--- config.mk ---
export PLATFORM = sky130hd
export DESIGN_NAME = pwp_ctrl
export DESIGN_NICKNAME = d
export VERILOG_FILES = /design/src/rtl/core/pwp_pkg.sv /design/src/rtl/core/pwp_ctrl.sv
export SDC_FILE = /design/constraint.sdc
export NUM_CORES = 1
export LEC_CHECK = 0
export BUFFER_PORTS_ARGS = -buffer_cell sky130_fd_sc_hd__buf_2
export CAP_MARGIN = 10
export CORE_AREA = 2 2 39 41
export CTS_BUF_LIST = sky130_fd_sc_hd__clkbuf_2 sky130_fd_sc_hd__clkbuf_4 sky130_fd_sc_hd__clkbuf_8
export CTS_CLUSTER_SIZE = 12
export DETAILED_ROUTE_END_ITERATION = 7
export DIE_AREA = 0 0 41 43
export HOLD_SLACK_MARGIN = 0.1
export SLEW_MARGIN = 40
export SYNTH_ARGS = -nofsm -noshare
export SYNTH_HDL_FRONTEND = slang
export SYNTH_SLANG_ARGS = --single-unit
--- constraint.sdc ---
create_clock -name clock -period 2.41 [get_ports clock]
set_input_delay 0.1205 -clock clock [delete_from_list [all_inputs] [get_ports clock]]
set_output_delay 0.1205 -clock clock [all_outputs]
set_load 0.05 [all_outputs]
--- src/rtl/core/pwp_pkg.sv ---
// Package: shared types, constants and commands for the path window pruner.
`default_nettype none
package pwp_pkg;
   localparam int DEF_PLAN_DEPTH = 1024;
   localparam int COORD_W = 24;
   localparam int SQ_W = 50;
   localparam int DIST_W = 25;
   localparam int SUM_W = 32;
   localparam int PRUNE_W = 24;
   localparam int INDEX_W = 10;
   localparam int COUNT_W = 11;
   localparam logic [PRUNE_W-1:0] PRUNE_RESET = 24'd3072;
   localparam logic [1:0] CSR_PRUNE_ADDR = 2'd0;
   localparam logic REQ_LOAD = 1'b0;
   localparam logic REQ_QUERY = 1'b1;

   typedef enum logic [3:0] {
      ST_IDLE, ST_LOAD, ST_SCAN_RD, ST_SCAN_CMP, ST_NEAR_SQRT, ST_WALK_RD,
      ST_WALK_SQRT, ST_WALK_ACC, ST_DONE
   } state_type;

   typedef struct packed {
      logic load_store;    // write or drop the held load beat
      logic query_init;    // latch robot position, clear search regs
      logic scan_read;     // read entry at scan index
      logic scan_cmp;      // compare held entry with best
      logic near_start;    // start sqrt of best distance
      logic walk_init;     // set walk index to best+1
      logic walk_read;     // read walk entry
      logic seg_start;     // start sqrt of segment
      logic walk_acc;      // add segment, test limit
      logic rsp_load;      // fill result register
   } cmd_type;

   typedef struct packed {
      logic is_query;
      logic plan_empty;
      logic scan_last;     // scan index at last stored point
      logic walk_end;      // walk index past last stored point
      logic sqrt_busy;
      logic over_limit;    // sum just exceeded the limit
   } stat_type;
endpackage
`default_nettype wire

--- src/rtl/core/pwp_ctrl.sv ---
// Controller: sequences load, nearest scan and window walk.
`default_nettype none
module pwp_ctrl
   import pwp_pkg::*;
(
   input  wire logic     clock,
   input  wire logic     reset,
   input  wire logic     req_valid,
   output logic          req_ready,
   output logic          rsp_valid,
   input  wire logic     rsp_ready,
   input  wire stat_type stat,
   output cmd_type       cmd
);
   state_type state_ff, state_in;
   logic rv_ff, rv_in;
   logic take;
   logic near_go_ff, seg_go_ff;

   assign req_ready = (state_ff == ST_IDLE) && !rv_ff;
   assign take = req_valid && req_ready;
   assign rsp_valid = rv_ff;

   always_comb begin
      state_in = state_ff;
      case (state_ff)
         ST_IDLE: if (take) state_in = ST_LOAD;
         ST_LOAD: begin
            if (!stat.is_query) state_in = ST_IDLE;
            else if (stat.plan_empty) state_in = ST_DONE;
            else state_in = ST_SCAN_RD;
         end
         ST_SCAN_RD: state_in = ST_SCAN_CMP;
         ST_SCAN_CMP: state_in = stat.scan_last ? ST_NEAR_SQRT : ST_SCAN_RD;
         ST_NEAR_SQRT: if (near_go_ff && !stat.sqrt_busy) state_in = ST_WALK_RD;
         ST_WALK_RD: state_in = stat.walk_end ? ST_DONE : ST_WALK_SQRT;
         ST_WALK_SQRT: if (seg_go_ff && !stat.sqrt_busy) state_in = ST_WALK_ACC;
         ST_WALK_ACC: state_in = stat.over_limit ? ST_DONE : ST_WALK_RD;
         ST_DONE: state_in = ST_IDLE;
         default: state_in = ST_IDLE;
      endcase
   end

   always_comb begin
      cmd = '0;
      case (state_ff)
         ST_IDLE: begin
            cmd.load_store = take;
            cmd.query_init = take;
         end
         ST_SCAN_RD: cmd.scan_read = 1'b1;
         ST_SCAN_CMP: cmd.scan_cmp = 1'b1;
         ST_NEAR_SQRT: begin
            cmd.near_start = !near_go_ff;
            cmd.walk_init = !stat.sqrt_busy && near_go_ff;
         end
         ST_WALK_RD: cmd.walk_read = 1'b1;
         ST_WALK_SQRT: cmd.seg_start = !seg_go_ff;
         ST_WALK_ACC: cmd.walk_acc = 1'b1;
         ST_DONE: cmd.rsp_load = 1'b1;
         default: cmd = '0;
      endcase
   end

   always_comb begin
      rv_in = rv_ff;
      if (state_ff == ST_DONE) rv_in = 1'b1;
      else if (rsp_ready) rv_in = 1'b0;
   end

   always_ff @(posedge clock) begin
      if (reset) begin
         state_ff <= ST_IDLE;
         rv_ff <= 1'b0;
         near_go_ff <= 1'b0;
         seg_go_ff <= 1'b0;
      end else begin
         state_ff <= state_in;
         rv_ff <= rv_in;
         near_go_ff <= (state_ff == ST_NEAR_SQRT) && (state_in == ST_NEAR_SQRT);
         seg_go_ff <= (state_ff == ST_WALK_SQRT) && (state_in == ST_WALK_SQRT);
      end
   end

   a_rsp_hold: assert property (@(posedge clock) disable iff (reset)
      rsp_valid && !rsp_ready |=> rsp_valid) else $error("rsp dropped");
   a_no_take_busy: assert property (@(posedge clock) disable iff (reset)
      state_ff != ST_IDLE |-> !req_ready) else $error("ready while busy");
   a_done_once: assert property (@(posedge clock) disable iff (reset)
      state_ff == ST_DONE |=> rv_ff) else $error("done lost");
endmodule
`default_nettype wire

==> out/results.tsv <==
metric	value	unit
vias per cell	4.95	
Initial DRT Pass Iterations	3	
vias	460	
Seq/Total Area, Yosys	30.9	%
initial antenna violation count	0	
Clock Power Share	36.4	%
wire length of the first global-routing pass	1550	um
PwrDens	527	nW/um^2
Post-Synthesis Cells	58	
routed len/inst	11.1	um
Synth area leader	dfxtp_1	
Fillers	154	
setup bufs post-CTS	0	
part of the power in registers	42.2	%
dpl cells	89	
commonest register cell after synthesis	dfxtp_1	
Min Clock Period, post-route	1.82	ns
RSZ-0062 raised after global routing	no	
Core Area	1380	um^2
IO Pins	22	
fin nets	88	
hold endpoint	state_ff[0]$_SDFF_PP0_	
Worst R2R Setup Slack	0.93	ns
critical path class	register to output port	
total power	299	uW
Unique masters post-synth	25	
Die W	41	um
peak supply drop	267	uV
Synth area leaders	dfxtp_1 31%, buf_4 6.6%, nor3b_1 6.6%	
H-tree Lvls	1	
pre-CTS setup slack	0.909	ns
GPL Wtd Cong	0.689	
Comb pwr share	21.4	%
FF+latch count, synth	7	
IO buf count	21	
cell family with most CP delay	simple AND/OR/NAND/NOR gates	
ys async rst share	0	%
FF-to-FF path depth	4	
Core Rows	14	
clock buffer depth	2	
remaining antenna violation count	0	
DRT iter0 DRCs	11	
post-CTS sizing	0	
share of cells above drive strength 1	36.4	%
HPWL Detailed	777	um
Critical Path RT	2.29	ns
total track usage	13.0	%
RR Endpoint	state_ff[0]$_SDFF_PP0_	
Crit Path Max Fanout	11	
Worst Setup Start Kind	register	
top cells by count, synth	7 x dfxtp_1, 7 x nor2_1, 4 x buf_4, 4 x nand2_1, 4 x nor3b_1	
Psw	96.7	uW
fmax	551	MHz
Worst R2R Start	state_ff[1]$_SDFF_PP0_	
CP arrival	1.70	ns
hold wc startpoint	reset	
Final Cycle Share	75.3	%
CTS tree	built	
Sw Share	32.4	%
CP bufs+invs	1	
Syn Nets	68	
Area Growth Syn to Fin	24.8	%
final setup TNS	0	ns
Setup crit end kind	output port	
max-cap viol count	0	
Worst-path clk slew	0.06	ns
Hold Path Cell Cnt	2	
outcome	finished, final reports clean	
Max stage delay on crit path	0.52	ns
DRC errors left	0	
pin count of the biggest net entering global routing	14	
Remaining Overflow, GRT	0	
Initial Util	32.8	%
number of global-route vias before repair	366	
clk_lat worst skew	0.25	ns
Hold Buf Count CTS	0	
CTS Root Cell	clkbuf_4	
clk sinks	7	
Non-Filler Instances	93	
Final Hold Fails	0	
CTS Buf Count	3	
antenna cells	0	
syn_area_per_cell	7.83	um^2
Post-Syn Area	454	um^2
CP max-delay cell	dfxtp_1	
final setup fails	0	
P_leak	0.000248	uW
pin slew with the least headroom to its limit	0.387	ns
P_int	202	uW
Final WS setup	0.594	ns
final WL	1030	um
Hold WC Path Type	input pin to register	
Post-synth EDFFs	0	
Synth top area share	30.9	%
critical-path cell list	nor2b_1 > nand2_1 > nor3b_1 > buf_2	
Max-slew headroom	74.2	%
Final Skew	0.000522	ns
YS warnings	0	
Slew Limit Fails	0	
DIE HEIGHT	43	um
full die area	1760	um^2
-- layout by cell type (no fill, tap or decap) --
master	count
mux2i_1	1
clkinv_2	1
clkbuf_4	3
nand4_1	1
dfxtp_1	7
nand2b_1	1
and2_1	1
a211oi_1	2
nand2_1	4
o21ai_0	2
nor3_1	3
nor2b_1	3
inv_1	2
buf_2	21
and4b_4	1
o21ai_1	1
mux2_2	1
nor3b_2	1
nor4_1	3
a311o_1	1
nand3_1	1
a21oi_1	2
nand3b_1	2
nor3b_1	4
nor2_1	7
or2_1	1
-- sequential cells by signal, indices dropped and copies added, names as in the netlist --
signal	cells
near_go_ff	1
seg_go_ff	1
state_ff	4
rsp_valid	1
-- stage by stage --
step                      hold WS [ns]  instance area, um^2  utilization (%)
final                            0.143                  567             41.0
after floorplan                  0.191                  454                -
after global placement           0.408                  539             39.0
after CTS                        0.135                  567             41.0
after detailed placement         0.410                  539             39.0
after global routing             0.137                  567             41.0
-- layout make-up --
class                           instances  area (um^2)  area share [%]
Clock inverter                          1         5.00           0.883
Timing Repair Buffer                   21          105            18.5
Clock buffer                            3         22.5            3.97
Sequential cell                         7          140            24.7
Inverter                                2         7.51            1.32
Tap cell                               16         20.0            3.53
Multi-Input combinational cell         43          267            47.0
-- power groups by stage --
stage               sequential [uW]  clock [uW]  combinational (uW)
floorplan                       123           0                54.3
global placement                128           0                64.0
detailed placement              128           0                64.1
CTS                             126         114                64.2
global route                    127         120                68.5
finish                          126         109                63.9
-- logic make-up (layout without fill, tap and decap cells) --
logic type             count (synthesis)  after routing  synth area share (%)
AND/OR/NAND/NOR                       33             33                  43.0
AO/OA/AOI/OAI                          8              8                  11.0
buffers and inverters                  8             27                  10.5
flip-flops                             7              7                  30.9
multiplexers                           2              2                  4.68
-- worst max path at each step --
stage	startpoint	to	slack, ns	cells after the start
after floorplan	state_ff[2]$_SDFF_PP0_	req_ready	0.13	3
after global placement	state_ff[2]$_SDFF_PP0_	cmd[4]	0.88	4
after detailed placement	state_ff[2]$_SDFF_PP0_	cmd[4]	0.91	4
after CTS	state_ff[2]$_SDFF_PP0_	cmd[4]	0.62	4
after global routing	state_ff[2]$_SDFF_PP0_	cmd[4]	0.45	4
final	state_ff[2]$_SDFF_PP0_	cmd[4]	0.59	4
-- routing by layer --
layer | track usage (%) | up-vias | share of wire (%)
li1 | - | 241 | -
met1 | 18.8 | 205 | 47
met2 | 16.6 | 14 | 47
met3 | 6.28 | 0 | 6.2
met4 | 4.00 | 0 | 0
met5 | 0 | - | 0
No activity file was read; power rests on OpenSTA's default activity.
